--- config.mk ---
export PLATFORM = sky130hd
export DESIGN_NAME = modular_fibonacci_sum_top
export DESIGN_NICKNAME = d
export VERILOG_FILES = /design/src/design/mfs_pkg.sv /design/src/design/mfs_modmul.sv /design/src/design/mfs_datapath.sv /design/src/design/mfs_sequencer.sv /design/src/design/modular_fibonacci_sum_top.sv
export SDC_FILE = /design/constraint.sdc
export NUM_CORES = 2
export LEC_CHECK = 0
export ABC_AREA = 1
export BUFFER_PORTS_ARGS = -buffer_cell sky130_fd_sc_hd__buf_2
export CORE_MARGIN = 3
export CORE_UTILIZATION = 60
export DETAILED_ROUTE_END_ITERATION = 10
export GPL_TIMING_DRIVEN = 1
export HOLD_SLACK_MARGIN = 0.12
export PLACE_DENSITY = 0.89
export SLEW_MARGIN = 10
export SYNTH_ARGS = -nofsm -noshare
export SYNTH_HDL_FRONTEND = slang
export SYNTH_SLANG_ARGS = --single-unit
--- constraint.sdc ---
create_clock -name clk_i -period 8.7 [get_ports clk_i]
set_input_delay 1.305 -clock clk_i [delete_from_list [all_inputs] [get_ports clk_i]]
set_output_delay 1.305 -clock clk_i [all_outputs]
set_load 0.01 [all_outputs]
--- src/design/mfs_pkg.sv ---
package mfs_pkg;

  // Field and datapath widths.
  localparam int unsigned IndexW = 62;
  localparam int unsigned ExpW   = 63;
  localparam int unsigned ValW   = 30;
  localparam int unsigned UaddrW = 4;
  localparam int unsigned CntW   = 6;

  // Modulus, Barrett factor floor(2^60 / P), and the final offset.
  localparam logic [29:0] ModP      = 30'd1000000007;
  localparam logic [30:0] BarrettMu = 31'd1152921496;
  localparam logic [29:0] Offset    = 30'd2;
  localparam logic [5:0]  ExpBits   = 6'd63;

  typedef enum logic [2:0] {
    ALU_NOP,
    ALU_INIT,
    ALU_TWOB_A,
    ALU_ADD_DE,
    ALU_UPDATE,
    ALU_SUM_AB,
    ALU_SUB_OFS
  } alu_op_e;

  typedef enum logic [2:0] {
    REG_A,
    REG_B,
    REG_T,
    REG_C,
    REG_D,
    REG_E
  } reg_e;

  typedef enum logic [2:0] {
    SQ_IN,
    SQ_NEXT,
    SQ_SKIP,
    SQ_LOOP,
    SQ_OUT,
    SQ_JUMP
  } seq_op_e;

  typedef struct packed {
    alu_op_e            alu;
    logic               mul_en;
    reg_e               mul_a;
    reg_e               mul_b;
    reg_e               mul_dst;
    seq_op_e            seq;
    logic [UaddrW-1:0]  target;
  } ucode_t;

  typedef struct packed {
    alu_op_e alu;
    logic    mul_en;
    reg_e    mul_a;
    reg_e    mul_b;
    reg_e    mul_dst;
    logic    exp_bit;
    logic    out_load;
  } ctrl_t;

  // Microcode addresses.
  localparam logic [UaddrW-1:0] UaIdle  = 4'd0;
  localparam logic [UaddrW-1:0] UaBit   = 4'd1;
  localparam logic [UaddrW-1:0] UaIssB  = 4'd2;
  localparam logic [UaddrW-1:0] UaIssC  = 4'd3;
  localparam logic [UaddrW-1:0] UaWait0 = 4'd4;
  localparam logic [UaddrW-1:0] UaWait1 = 4'd5;
  localparam logic [UaddrW-1:0] UaWait2 = 4'd6;
  localparam logic [UaddrW-1:0] UaAddDe = 4'd7;
  localparam logic [UaddrW-1:0] UaUpd   = 4'd8;
  localparam logic [UaddrW-1:0] UaSum   = 4'd9;
  localparam logic [UaddrW-1:0] UaOfs   = 4'd10;
  localparam logic [UaddrW-1:0] UaOut   = 4'd11;

  function automatic ucode_t uw(alu_op_e alu, logic mul_en, reg_e mul_a, reg_e mul_b,
                                reg_e mul_dst, seq_op_e seq, logic [UaddrW-1:0] target);
    ucode_t w;
    w.alu     = alu;
    w.mul_en  = mul_en;
    w.mul_a   = mul_a;
    w.mul_b   = mul_b;
    w.mul_dst = mul_dst;
    w.seq     = seq;
    w.target  = target;
    return w;
  endfunction

  // The control store. One exponent bit takes the steps from UaBit to UaUpd.
  function automatic ucode_t ucode_rom(logic [UaddrW-1:0] addr);
    ucode_t w;
    unique case (addr)
      UaIdle:  w = uw(ALU_INIT,    1'b0, REG_A, REG_A, REG_C, SQ_IN,   UaIdle);
      UaBit:   w = uw(ALU_TWOB_A,  1'b1, REG_A, REG_A, REG_D, SQ_SKIP, UaIdle);
      UaIssB:  w = uw(ALU_NOP,     1'b1, REG_B, REG_B, REG_E, SQ_NEXT, UaIdle);
      UaIssC:  w = uw(ALU_NOP,     1'b1, REG_A, REG_T, REG_C, SQ_NEXT, UaIdle);
      UaWait0: w = uw(ALU_NOP,     1'b0, REG_A, REG_A, REG_C, SQ_NEXT, UaIdle);
      UaWait1: w = uw(ALU_NOP,     1'b0, REG_A, REG_A, REG_C, SQ_NEXT, UaIdle);
      UaWait2: w = uw(ALU_NOP,     1'b0, REG_A, REG_A, REG_C, SQ_NEXT, UaIdle);
      UaAddDe: w = uw(ALU_ADD_DE,  1'b0, REG_A, REG_A, REG_C, SQ_NEXT, UaIdle);
      UaUpd:   w = uw(ALU_UPDATE,  1'b0, REG_A, REG_A, REG_C, SQ_LOOP, UaBit);
      UaSum:   w = uw(ALU_SUM_AB,  1'b0, REG_A, REG_A, REG_C, SQ_NEXT, UaIdle);
      UaOfs:   w = uw(ALU_SUB_OFS, 1'b0, REG_A, REG_A, REG_C, SQ_NEXT, UaIdle);
      UaOut:   w = uw(ALU_NOP,     1'b0, REG_A, REG_A, REG_C, SQ_OUT,  UaIdle);
      default: w = uw(ALU_NOP,     1'b0, REG_A, REG_A, REG_C, SQ_JUMP, UaIdle);
    endcase
    return w;
  endfunction

  function automatic logic [29:0] mod_add(logic [29:0] x, logic [29:0] y);
    logic [30:0] s;
    s = {1'b0, x} + {1'b0, y};
    if (s >= {1'b0, ModP}) begin
      s = s - {1'b0, ModP};
    end
    return s[29:0];
  endfunction

  // (2b - a) mod P for operands already below P.
  function automatic logic [29:0] mod_twob_a(logic [29:0] b, logic [29:0] a);
    logic [31:0] s;
    s = {1'b0, b, 1'b0} - {2'b00, a};
    if (s[31]) begin
      s = s + {2'b00, ModP};
    end else if (s >= {2'b00, ModP}) begin
      s = s - {2'b00, ModP};
    end
    return s[29:0];
  endfunction

  function automatic logic [29:0] mod_sub_ofs(logic [29:0] x);
    logic [29:0] r;
    if (x < Offset) begin
      r = x + ModP - Offset;
    end else begin
      r = x - Offset;
    end
    return r;
  endfunction

endpackage

--- src/design/mfs_modmul.sv ---
// Pipelined modular multiplier: product, Barrett quotient estimate,
// quotient times modulus, subtraction, and a final two-way correction.
module mfs_modmul (
  input  logic                 clk_i,
  input  logic                 rst_ni,
  input  logic                 issue_i,
  input  logic [29:0]          a_i,
  input  logic [29:0]          b_i,
  input  mfs_pkg::reg_e        dst_i,
  output logic                 wb_valid_o,
  output mfs_pkg::reg_e        wb_dst_o,
  output logic [29:0]          wb_value_o
);

  logic          v1_q, v2_q, v3_q, v4_q;
  mfs_pkg::reg_e d1_q, d2_q, d3_q, d4_q;
  logic [59:0]   prod_q;
  logic [61:0]   t_q;
  logic [31:0]   x2_q, x3_q, qp_q, r_q;
  logic [61:0]   qp_full;
  logic [31:0]   two_p;
  logic [31:0]   fixed;

  assign qp_full = 62'(t_q[61:31]) * 62'(mfs_pkg::ModP);
  assign two_p   = {1'b0, mfs_pkg::ModP, 1'b0};

  always_ff @(posedge clk_i or negedge rst_ni) begin
    if (!rst_ni) begin
      v1_q <= 1'b0;
      v2_q <= 1'b0;
      v3_q <= 1'b0;
      v4_q <= 1'b0;
    end else begin
      v1_q <= issue_i;
      v2_q <= v1_q;
      v3_q <= v2_q;
      v4_q <= v3_q;
    end
  end

  always_ff @(posedge clk_i) begin
    d1_q   <= dst_i;
    d2_q   <= d1_q;
    d3_q   <= d2_q;
    d4_q   <= d3_q;
    prod_q <= 60'(a_i) * 60'(b_i);
    t_q    <= 62'(prod_q[59:29]) * 62'(mfs_pkg::BarrettMu);
    x2_q   <= prod_q[31:0];
    qp_q   <= qp_full[31:0];
    x3_q   <= x2_q;
    r_q    <= x3_q - qp_q;
  end

  // The quotient estimate is low by at most two, so r stays below 3P.
  always_comb begin
    if (r_q >= two_p) begin
      fixed = r_q - two_p;
    end else if (r_q >= {2'b00, mfs_pkg::ModP}) begin
      fixed = r_q - {2'b00, mfs_pkg::ModP};
    end else begin
      fixed = r_q;
    end
  end

  assign wb_valid_o = v4_q;
  assign wb_dst_o   = d4_q;
  assign wb_value_o = fixed[29:0];

endmodule

--- src/design/mfs_datapath.sv ---
// Register file of six residues, the small modular ALU and the multiplier.
module mfs_datapath (
  input  logic            clk_i,
  input  logic            rst_ni,
  input  mfs_pkg::ctrl_t  ctrl_i,
  output logic [29:0]     result_o
);

  logic [29:0] a_q, b_q, t_q, c_q, d_q, e_q;
  logic [29:0] a_d, b_d, t_d, c_d, d_d, e_d;
  logic [29:0] op_a, op_b;
  logic        wb_valid;
  mfs_pkg::reg_e wb_dst;
  logic [29:0] wb_value;

  function automatic logic [29:0] rd(mfs_pkg::reg_e sel, logic [29:0] a, logic [29:0] b,
                                     logic [29:0] t);
    logic [29:0] v;
    unique case (sel)
      mfs_pkg::REG_A: v = a;
      mfs_pkg::REG_B: v = b;
      mfs_pkg::REG_T: v = t;
      default:        v = '0;
    endcase
    return v;
  endfunction

  assign op_a = rd(ctrl_i.mul_a, a_q, b_q, t_q);
  assign op_b = rd(ctrl_i.mul_b, a_q, b_q, t_q);

  mfs_modmul u_modmul (
    .clk_i      (clk_i),
    .rst_ni     (rst_ni),
    .issue_i    (ctrl_i.mul_en),
    .a_i        (op_a),
    .b_i        (op_b),
    .dst_i      (ctrl_i.mul_dst),
    .wb_valid_o (wb_valid),
    .wb_dst_o   (wb_dst),
    .wb_value_o (wb_value)
  );

  always_comb begin
    a_d = a_q;
    b_d = b_q;
    t_d = t_q;
    c_d = c_q;
    d_d = d_q;
    e_d = e_q;
    unique case (ctrl_i.alu)
      mfs_pkg::ALU_NOP: ;
      mfs_pkg::ALU_INIT: begin
        a_d = '0;
        b_d = 30'd1;
      end
      mfs_pkg::ALU_TWOB_A: t_d = mfs_pkg::mod_twob_a(b_q, a_q);
      mfs_pkg::ALU_ADD_DE: d_d = mfs_pkg::mod_add(d_q, e_q);
      mfs_pkg::ALU_UPDATE: begin
        if (ctrl_i.exp_bit) begin
          a_d = d_q;
          b_d = mfs_pkg::mod_add(c_q, d_q);
        end else begin
          a_d = c_q;
          b_d = d_q;
        end
      end
      mfs_pkg::ALU_SUM_AB:  a_d = mfs_pkg::mod_add(a_q, b_q);
      mfs_pkg::ALU_SUB_OFS: a_d = mfs_pkg::mod_sub_ofs(a_q);
      default: ;
    endcase
    if (wb_valid) begin
      case (wb_dst)
        mfs_pkg::REG_C: c_d = wb_value;
        mfs_pkg::REG_D: d_d = wb_value;
        mfs_pkg::REG_E: e_d = wb_value;
        default: ;
      endcase
    end
  end

  always_ff @(posedge clk_i) begin
    a_q <= a_d;
    b_q <= b_d;
    t_q <= t_d;
    c_q <= c_d;
    d_q <= d_d;
    e_q <= e_d;
  end

  assign result_o = a_q;

endmodule

--- src/design/mfs_sequencer.sv ---
// Step counter over the control store, with the exponent shifter and the
// bit counter that the conditional jumps look at.
module mfs_sequencer (
  input  logic                          clk_i,
  input  logic                          rst_ni,
  input  logic                          in_valid_i,
  input  logic [mfs_pkg::IndexW-1:0]    index_n_i,
  input  logic                          out_free_i,
  output logic                          in_ready_o,
  output mfs_pkg::ctrl_t                ctrl_o
);

  logic [mfs_pkg::UaddrW-1:0] addr_q, addr_d;
  logic [mfs_pkg::CntW-1:0]   cnt_q, cnt_d;
  logic [mfs_pkg::ExpW-1:0]   exp_q, exp_d;
  logic                       started_q, started_d;
  mfs_pkg::ucode_t            word;
  logic                       top_bit;
  logic                       skip;

  assign word    = mfs_pkg::ucode_rom(addr_q);
  assign top_bit = exp_q[mfs_pkg::ExpW-1];
  assign skip    = (word.seq == mfs_pkg::SQ_SKIP) && !started_q && !top_bit;

  // Next step.
  always_comb begin
    addr_d    = addr_q;
    cnt_d     = cnt_q;
    exp_d     = exp_q;
    started_d = started_q;
    unique case (word.seq)
      mfs_pkg::SQ_IN: begin
        if (in_valid_i) begin
          addr_d    = 4'(addr_q + 4'd1);
          exp_d     = {1'b0, index_n_i} + 63'd1;
          cnt_d     = mfs_pkg::ExpBits;
          started_d = 1'b0;
        end
      end
      mfs_pkg::SQ_NEXT: addr_d = 4'(addr_q + 4'd1);
      mfs_pkg::SQ_SKIP: begin
        if (skip) begin
          exp_d = {exp_q[mfs_pkg::ExpW-2:0], 1'b0};
          cnt_d = 6'(cnt_q - 6'd1);
        end else begin
          addr_d = 4'(addr_q + 4'd1);
        end
      end
      mfs_pkg::SQ_LOOP: begin
        exp_d = {exp_q[mfs_pkg::ExpW-2:0], 1'b0};
        cnt_d = 6'(cnt_q - 6'd1);
        if (top_bit) begin
          started_d = 1'b1;
        end
        addr_d = (cnt_q == 6'd1) ? 4'(addr_q + 4'd1) : word.target;
      end
      mfs_pkg::SQ_OUT: begin
        if (out_free_i) begin
          addr_d = word.target;
        end
      end
      mfs_pkg::SQ_JUMP: addr_d = word.target;
      default:          addr_d = mfs_pkg::UaIdle;
    endcase
  end

  // Control word to the datapath.
  always_comb begin
    in_ready_o       = (word.seq == mfs_pkg::SQ_IN);
    ctrl_o.alu       = word.alu;
    if ((word.seq == mfs_pkg::SQ_IN) && !in_valid_i) begin
      ctrl_o.alu = mfs_pkg::ALU_NOP;
    end
    ctrl_o.mul_en    = word.mul_en && !skip;
    ctrl_o.mul_a     = word.mul_a;
    ctrl_o.mul_b     = word.mul_b;
    ctrl_o.mul_dst   = word.mul_dst;
    ctrl_o.exp_bit   = top_bit;
    ctrl_o.out_load  = (word.seq == mfs_pkg::SQ_OUT) && out_free_i;
  end

  always_ff @(posedge clk_i or negedge rst_ni) begin
    if (!rst_ni) begin
      addr_q    <= mfs_pkg::UaIdle;
      cnt_q     <= '0;
      started_q <= 1'b0;
    end else begin
      addr_q    <= addr_d;
      cnt_q     <= cnt_d;
      started_q <= started_d;
    end
  end

  always_ff @(posedge clk_i) begin
    exp_q <= exp_d;
  end

endmodule

--- src/design/modular_fibonacci_sum_top.sv ---
// Channel   Direction  Handshake                Payload
// input     in         in_valid_i / in_ready_o  index_n_i   (62 bits, unsigned)
// output    out        out_valid_o / out_ready_i answer_o   (30 bits, unsigned)
//
// One input beat is worked on at a time: it is accepted, the leading zeros of the 63-bit
// exponent e = n + 1 are skipped, and every bit from the leading one down runs the steps from
// UaBit to UaUpd, paced by the four-stage modular multiplier that the three products of a bit
// share. Sum, offset and output load steps follow.
// Reset clears the step counter and the output valid flag. A stalled output beat holds in its
// register; the next input beat is taken while it waits, and only the final load step waits.
module modular_fibonacci_sum_top (
  input  logic                        clk_i,
  input  logic                        rst_ni,
  input  logic                        in_valid_i,
  output logic                        in_ready_o,
  input  logic [mfs_pkg::IndexW-1:0]  index_n_i,
  output logic                        out_valid_o,
  input  logic                        out_ready_i,
  output logic [mfs_pkg::ValW-1:0]    answer_o
);

  mfs_pkg::ctrl_t           ctrl;
  logic [mfs_pkg::ValW-1:0] result;
  logic                     out_free;
  logic                     out_valid_q, out_valid_d;
  logic [mfs_pkg::ValW-1:0] answer_q;

  // The output register may be reloaded once its beat is gone or leaving.
  assign out_free = !out_valid_q || out_ready_i;

  // The sequencer walks the control store: it takes the index, scans the
  // exponent from its top bit down and skips leading zeros, since the
  // running pair is still F(0), F(1) there.
  mfs_sequencer u_sequencer (
    .clk_i      (clk_i),
    .rst_ni     (rst_ni),
    .in_valid_i (in_valid_i),
    .index_n_i  (index_n_i),
    .out_free_i (out_free),
    .in_ready_o (in_ready_o),
    .ctrl_o     (ctrl)
  );

  // The datapath keeps the pair F(k), F(k+1) and doubles it per bit with
  // F(2k) = F(k)(2F(k+1) - F(k)) and F(2k+1) = F(k)^2 + F(k+1)^2, stepping
  // once more when the bit is set. The final value is F(e) + F(e+1) - 2.
  mfs_datapath u_datapath (
    .clk_i    (clk_i),
    .rst_ni   (rst_ni),
    .ctrl_i   (ctrl),
    .result_o (result)
  );

  always_comb begin
    out_valid_d = out_valid_q;
    if (ctrl.out_load) begin
      out_valid_d = 1'b1;
    end else if (out_ready_i) begin
      out_valid_d = 1'b0;
    end
  end

  always_ff @(posedge clk_i or negedge rst_ni) begin
    if (!rst_ni) begin
      out_valid_q <= 1'b0;
    end else begin
      out_valid_q <= out_valid_d;
    end
  end

  always_ff @(posedge clk_i) begin
    if (ctrl.out_load) begin
      answer_q <= result;
    end
  end

  assign out_valid_o = out_valid_q;
  assign answer_o    = answer_q;

endmodule

Word level (Yosys, flattened, before mapping)

Memory sizes are Yosys's and may differ from the RTL's.
Cells that the tools add are included.

Logic and storage cells: 137
Memories kept: 1
Latch bits: 0
Memory bits (writable): 0
Bits in read-only memories: 224
Output and inout port bits: 32
Register bits: 548

Shift-type cells: 0
Bitwise logic cells: 0
Div/mod/pow operators: 0
Mux-type cells: 34
$add $sub $neg: 18
Equal/unequal tests: 24
Reductions and logical operators: 24
Multiply operators: 3
Order comparisons: 7

Memory list:

| name            | words | bits a word | rd ports | clocked after memory_dff | wr ports | line          | text |
|---|---|---|---|---|---|---|---|
| (no name shown) | 16    | 14          | 1        | 0                        | 0        | mfs_pkg.sv:94 | `unique case (addr)` |

Operator list:

| kind                   | number |
|---|---|
| $mux 30                | 13 |
| $pmux 63 s3            | 1 |
| $pmux 30 s3            | 2 |
| $sub 30x30->30 const B | 6 |
| $mux 63                | 2 |
| $pmux 30 s4            | 1 |
| $add 30x30->31         | 3 |
| $ge 31x30->1 const B   | 3 |
| $ge 32x30->1 const B   | 2 |
| $add 62x1->63 const B  | 1 |
| $add 30x30->30 const B | 2 |
| $mul 30x30->60         | 1 |
| $pmux 30 s2            | 1 |
| $sub 30x2->30 const B  | 2 |
| $mul 31x28->59 const B | 1 |
| $ge 32x31->1 const B   | 1 |
| $mul 31x30->32 const B | 1 |
| $sub 31x30->32         | 1 |
| $sub 32x32->32         | 1 |
| $lt 30x2->1 const B    | 1 |
| $pmux 4 s6             | 1 |
| $eq 3x2->1 const B     | 7 |
| $eq 3x3->1 const B     | 7 |
| $pmux 6 s3             | 1 |
| other kinds (20)       | 48 |

Depth between registers and ports, before layout

An unclocked memory read counts as a cell.

Word-level depth: 8
Depth in mapped cells: 43
Depth with buffers taken out: 41

Hierarchy

From an unflattened synthesis, not the netlist that was laid out.

Cells, all modules: 12,951
Area, all modules: 93,567.2 um^2

By module, submodules not included:

| module                    | instances | sequential area each (um^2) | cells each | area each (um^2) |
|---|---|---|---|---|
| mfs_modmul                | 1         | 4,724.5                     | 7,901      | 62,752.7 |
| mfs_datapath              | 1         | 5,104.9                     | 4,175      | 24,243.3 |
| mfs_sequencer             | 1         | 2,167.1                     | 840        | 5,625.4 |
| modular_fibonacci_sum_top | 1         | 925.9                       | 35         | 945.9 |

Worst setup path after synthesis

No wires, ideal clock.

Path type: register -> register
From: register u_sequencer.addr_q[0] (netlist bit)
To: register u_datapath.u_modmul.prod_q[56]
Cell stages (with the launch flop): 38
Library setup time: 123 ps
Arrival: 8,087 ps
Path buffers: 2
Clock period less this slack: 8,211 ps
Required time: 8,577 ps
Setup slack: 489 ps
Cells stage by stage: dfrtp_1 inv_1 ha_1 nand2_1 nor2_1 inv_1 nor2_1 clkbuf_1 nand2_1 o211ai_1 clkbuf_1 nand2_1 fa_1 inv_1 fa_1 fa_1 inv_1 fa_1 [2 not listed] fa_1 fa_1 inv_1 fa_1 inv_1 ha_1 nand2_1 nor2_1 inv_1 nor2_1 and3_1 nand4_1 nand3_1 a21o_1 a21oi_1 o21ai_0 a21oi_1 xor2_1

Word-level cells in the longest chain between the ends: 4

Ends and longest elaborated chain:

| element                                  | line                | text |
|---|---|---|
| start, declared                          | mfs_sequencer.sv:13 | `logic [mfs_pkg::UaddrW-1:0] addr_q, addr_d;` |
| start signal, assigned                   | mfs_sequencer.sv:84 | `addr_q <= mfs_pkg::UaIdle;` |
| start signal, assigned                   | mfs_sequencer.sv:88 | `addr_q <= addr_d;` |
| $mem_v2 16x14 *                          | n/a                 |  |
| $eq 3x2->1, or another cell as far along | mfs_datapath.sv:19  | `unique case (sel)` |
| $pmux 30 s3                              | mfs_datapath.sv:19  |  |
| $mul 30x30->60 *                         | mfs_modmul.sv:46    | `prod_q <= 60'(a_i) * 60'(b_i);` |
| end signal, assigned                     | mfs_modmul.sv:46    |  |
| end, declared                            | mfs_modmul.sv:17    | `logic [59:0] prod_q;` |

Mark *: on every way between the ends. The rest lies on a longest branch, timed or not.
A chain may end at the register's enable or synchronous reset.

Worst setup path in the final report

From: register u_sequencer.addr_q[1] (netlist bit)
To: register u_datapath.u_modmul.prod_q[59]

The elaborated chain is that of the path after synthesis.

==> flow_metrics.py <==
metrics = {
    "route": {
        "detail_route.drc_violations": 0,
        "num_vias": 80460,
        "drt-pass1-iter-count": 7,
        "drt-wirelength-per-cell_um": 20.42,
        "detail-route-antenna-nets": 0,
        "post_drt_via_cell_ratio": 5.732,
        "wl_mm": 286.6,
        "1st_iter_drt_viols": 8212,
    },
    "logic_synthesis": {
        "postSynth.asyncResetShare": 0.03077,
        "syn-cell-area_mm2": 0.08908,
        "synth.ff_latch_count": 520,
        "syn_area_per_cell_um2": 7.578,
        "synthCells": 11750,
        "synth.net_count": 13980,
        "ys.warnings.count": 0,
        "main_synth_ff_type": "sky130_fd_sc_hd__dfxtp_1",
        "synth-edff-count": 243,
        "synth.distinct_cells": 71,
        "fraction_of_the_yosys_area_taken_by_sequential_cells": 0.1451,
    },
    "setup_path": {
        "worst_ep_required_time_ps": 9280,
        "critical-path-max-stage-delay_ps": 520,
        "worst-setup-path-type": "reg2reg",
        "flop2flop_setup_slack_ps": 100,
        "worst_path_max_delay_cell": "sky130_fd_sc_hd__fa_1",
        "setup.worst_path.end_class": "flop",
        "cpMostUsedCell": "sky130_fd_sc_hd__nand2_1",
        "worst-endpoint-arrival_ps": 9180,
        "worstSetupStartpointType": "flop",
        "timing.critical_path.fanout_max": 15,
    },
    "flow_run": {
        "cap_violations": 0,
    },
    "global_route": {
        "grt_remaining_overflow": 0,
        "grt_pass1_vias": 82620,
        "largest_net_degree_at_the_start_of_global_routing": 95,
        "grt_first_pass_wirelength_mm": 443.5,
        "antenna_violations_before_repair": 7,
        "grt.total_usage": 0.3696,
    },
    "sta": {
        "final.setup.worst_slack_ps": 98.94,
        "final.setup_skew_ps": 33.25,
        "hold_viol": 0,
        "finalSetupViolCount": 0,
        "tightestPinTransition_ps": 1130,
        "finalMaxSlewViolations": 0,
        "timing.max_slew.rel_slack": 0.2457,
        "max_freq_mhz": 116.3,
        "finalCriticalPeriod_ps": 8601,
        "period_share": 0.9886,
    },
    "outcome": {
        "outcome": "completed",
    },
    "placement": {
        "routabilityCongestion": 1.030,
        "post-place-ws_ps": -61.44,
        "numPortBuffers": 97,
        "place_hpwl_mm": 236.4,
    },
    "clock_tree": {
        "cts-buffers-inserted": 60,
        "cts.htree.levels": 2,
        "post_cts_hold_buffer_count": 0,
        "cell_at_the_root_of_the_clock_tree": "sky130_fd_sc_hd__clkbuf_16",
        "cts_sinks": 520,
        "clk_path_buf_depth": 3,
        "clock_input_transition_at_the_sequential_cells_of_the_worst_setup_and_hold_paths_ps": 60,
        "cts_tree": "built",
        "worst_skew_pair.late_latency_ps": 710,
    },
    "finish": {
        "post_route_cells_drive_above_1_share": 0.07865,
        "area_delta_synth_final_pct": 9.424,
        "design.final.nets": 14300,
    },
    "hold_path": {
        "worst_hold_path_type": "reg2reg",
    },
    "die": {
        "core.rowCount": 140,
        "die_w_um": 391.3,
        "initial_utilization": 0.6075,
        "io-pin-count": 98,
        "die_height_um": 391.3,
        "placeableCoreArea_mm2": 0.1466,
        "die_area_mm2": 0.1531,
    },
}
==> cell usage in the layout (no fill, tap or decap), drive strengths merged, types with 101 or more instances in the layout <==
cell	synthesis	final
nand2	2988	2988
inv	2821	2839
fa	1228	1228
ha	934	934
nor2	719	719
buf	36	531
a21oi	511	511
nand3	506	506
o21ai	317	317
dfxtp	261	261
edfxtp	243	243
xor2	238	238
nand4	125	125
xnor2	103	103
nor3	101	101
==> logic make-up (layout without fill, tap and decap cells) <==
group,after synthesis,in the layout,share of synthesized area
XOR/XNOR,341,341,0.03425
AO/OA/AOI/OAI,1094,1094,0.06961
other,0,3,0
AND/OR/NAND/NOR,4528,4528,0.2112
buffers and inverters,3109,3472,0.1327
flip-flops,520,520,0.1451
adder cells (fa/ha/maj),2162,2162,0.4072
==> cell usage after synthesis (95+ instances only) <==
library cell                  n  area share
sky130_fd_sc_hd__xor2_1     234       0.023
sky130_fd_sc_hd__nor2_1     682       0.029
sky130_fd_sc_hd__edfxtp_1   243       0.082
sky130_fd_sc_hd__nand2_1   2945        0.12
sky130_fd_sc_hd__nand3_1    466       0.026
sky130_fd_sc_hd__nand4_1    125      0.0088
sky130_fd_sc_hd__xnor2_1    100      0.0098
sky130_fd_sc_hd__nor3_1      95      0.0053
sky130_fd_sc_hd__ha_1       934        0.13
sky130_fd_sc_hd__o21ai_0    290       0.016
sky130_fd_sc_hd__inv_1     2804        0.12
sky130_fd_sc_hd__clkbuf_1   247       0.010
sky130_fd_sc_hd__fa_1      1228        0.28
sky130_fd_sc_hd__a21oi_1    503       0.028
sky130_fd_sc_hd__dfxtp_1    261       0.059
==> state kept, by name, summed over array words and instances, names as in the netlist, 3 cells and up <==
name / count
u_datapath.u_modmul.x3_q: 32
u_datapath.t_q: 30
u_datapath.d_q: 30
u_datapath.c_q: 30
u_datapath.result_o: 30
u_sequencer.cnt_q: 6
u_sequencer.addr_q: 4
u_datapath.u_modmul.r_q: 32
u_datapath.b_q: 30
u_datapath.u_modmul.d3_q: 3
answer_o: 30
u_datapath.e_q: 30
u_datapath.u_modmul.qp_q: 32
u_datapath.u_modmul.d1_q: 3
u_datapath.u_modmul.wb_dst_o: 3
u_datapath.u_modmul.prod_q: 60
u_sequencer.exp_q: 63
u_datapath.u_modmul.t_q: 31
u_datapath.u_modmul.d2_q: 3
u_datapath.u_modmul.x2_q: 32
==> critical path, delay by kind of cell (launching register included) <==
kind	cells	cell delay, ps
buffers and inverters	11	1280
adders and majority gates	11	4530
DFF	1	410
and+or+nand+nor	12	1170
AOI/OAI and AO/OA	7	1060
==> per-layer routing <==
| layer | up-vias | GRT usage | wire length (um) |
|---|---|---|---|
| met5 | - | 0 | 92 |
| met4 | 10 | 0.2197 | 21730 |
| met3 | 1317 | 0.06077 | 25700 |
| met2 | 4334 | 0.6171 | 133900 |
| met1 | 38260 | 0.4510 | 105100 |
| li1 | 36540 | - | - |
==> what timing repair did <==
item	CTS	global route
gates resized for setup	7	123
setup endpoints to repair	7	29
buffers inserted	0	32
gates cloned	0	8
pin swaps	0	47
==> layout make-up <==
type                    instances  area (um2)
clock buffers                  70        1633
repair buffers                536        4358
flip-flops and latches        520       12920
diodes                          3       7.507
fillers                     11720       49150
multi-input cells            8125       65010
inverters                    2825       10600
clock inverters                41       534.3
well taps                    1917        2399
==> final timing paths <==
kind | end | start | cells past startpoint
setup / recovery | u_datapath.u_modmul.prod_q[59] | u_sequencer.addr_q[1] | 41
hold / removal | u_datapath.u_modmul.x3_q[1] | u_datapath.u_modmul.x2_q[1] | 0
setup reg to reg | u_datapath.u_modmul.prod_q[59] | u_sequencer.addr_q[1] | 41
hold reg to reg | u_datapath.u_modmul.x3_q[1] | u_datapath.u_modmul.x2_q[1] | 0
max in group asynchronous | u_sequencer.addr_q[1] | rst_ni | 1
min in group asynchronous | out_valid_o | rst_ni | 1
==> stage by stage <==
step	cell area [um2]	setup TNS [ps]	hold slack (ps)	util	cells
after floorplan	89080	0	309.6	-	11750
after global placement	94410	0	310.7	0.6440	13880
after detailed placement	94410	-78.19	312.1	0.6440	13880
after CTS	96600	0	291.3	0.6589	14000
after global routing	97460	-898.9	311.4	0.6647	14030
final	97470	0	311.3	0.6648	14040
Power is left out: the tool's default activity adds up to more than one toggle a clock period on the data nets, which glitch-free logic cannot reach.
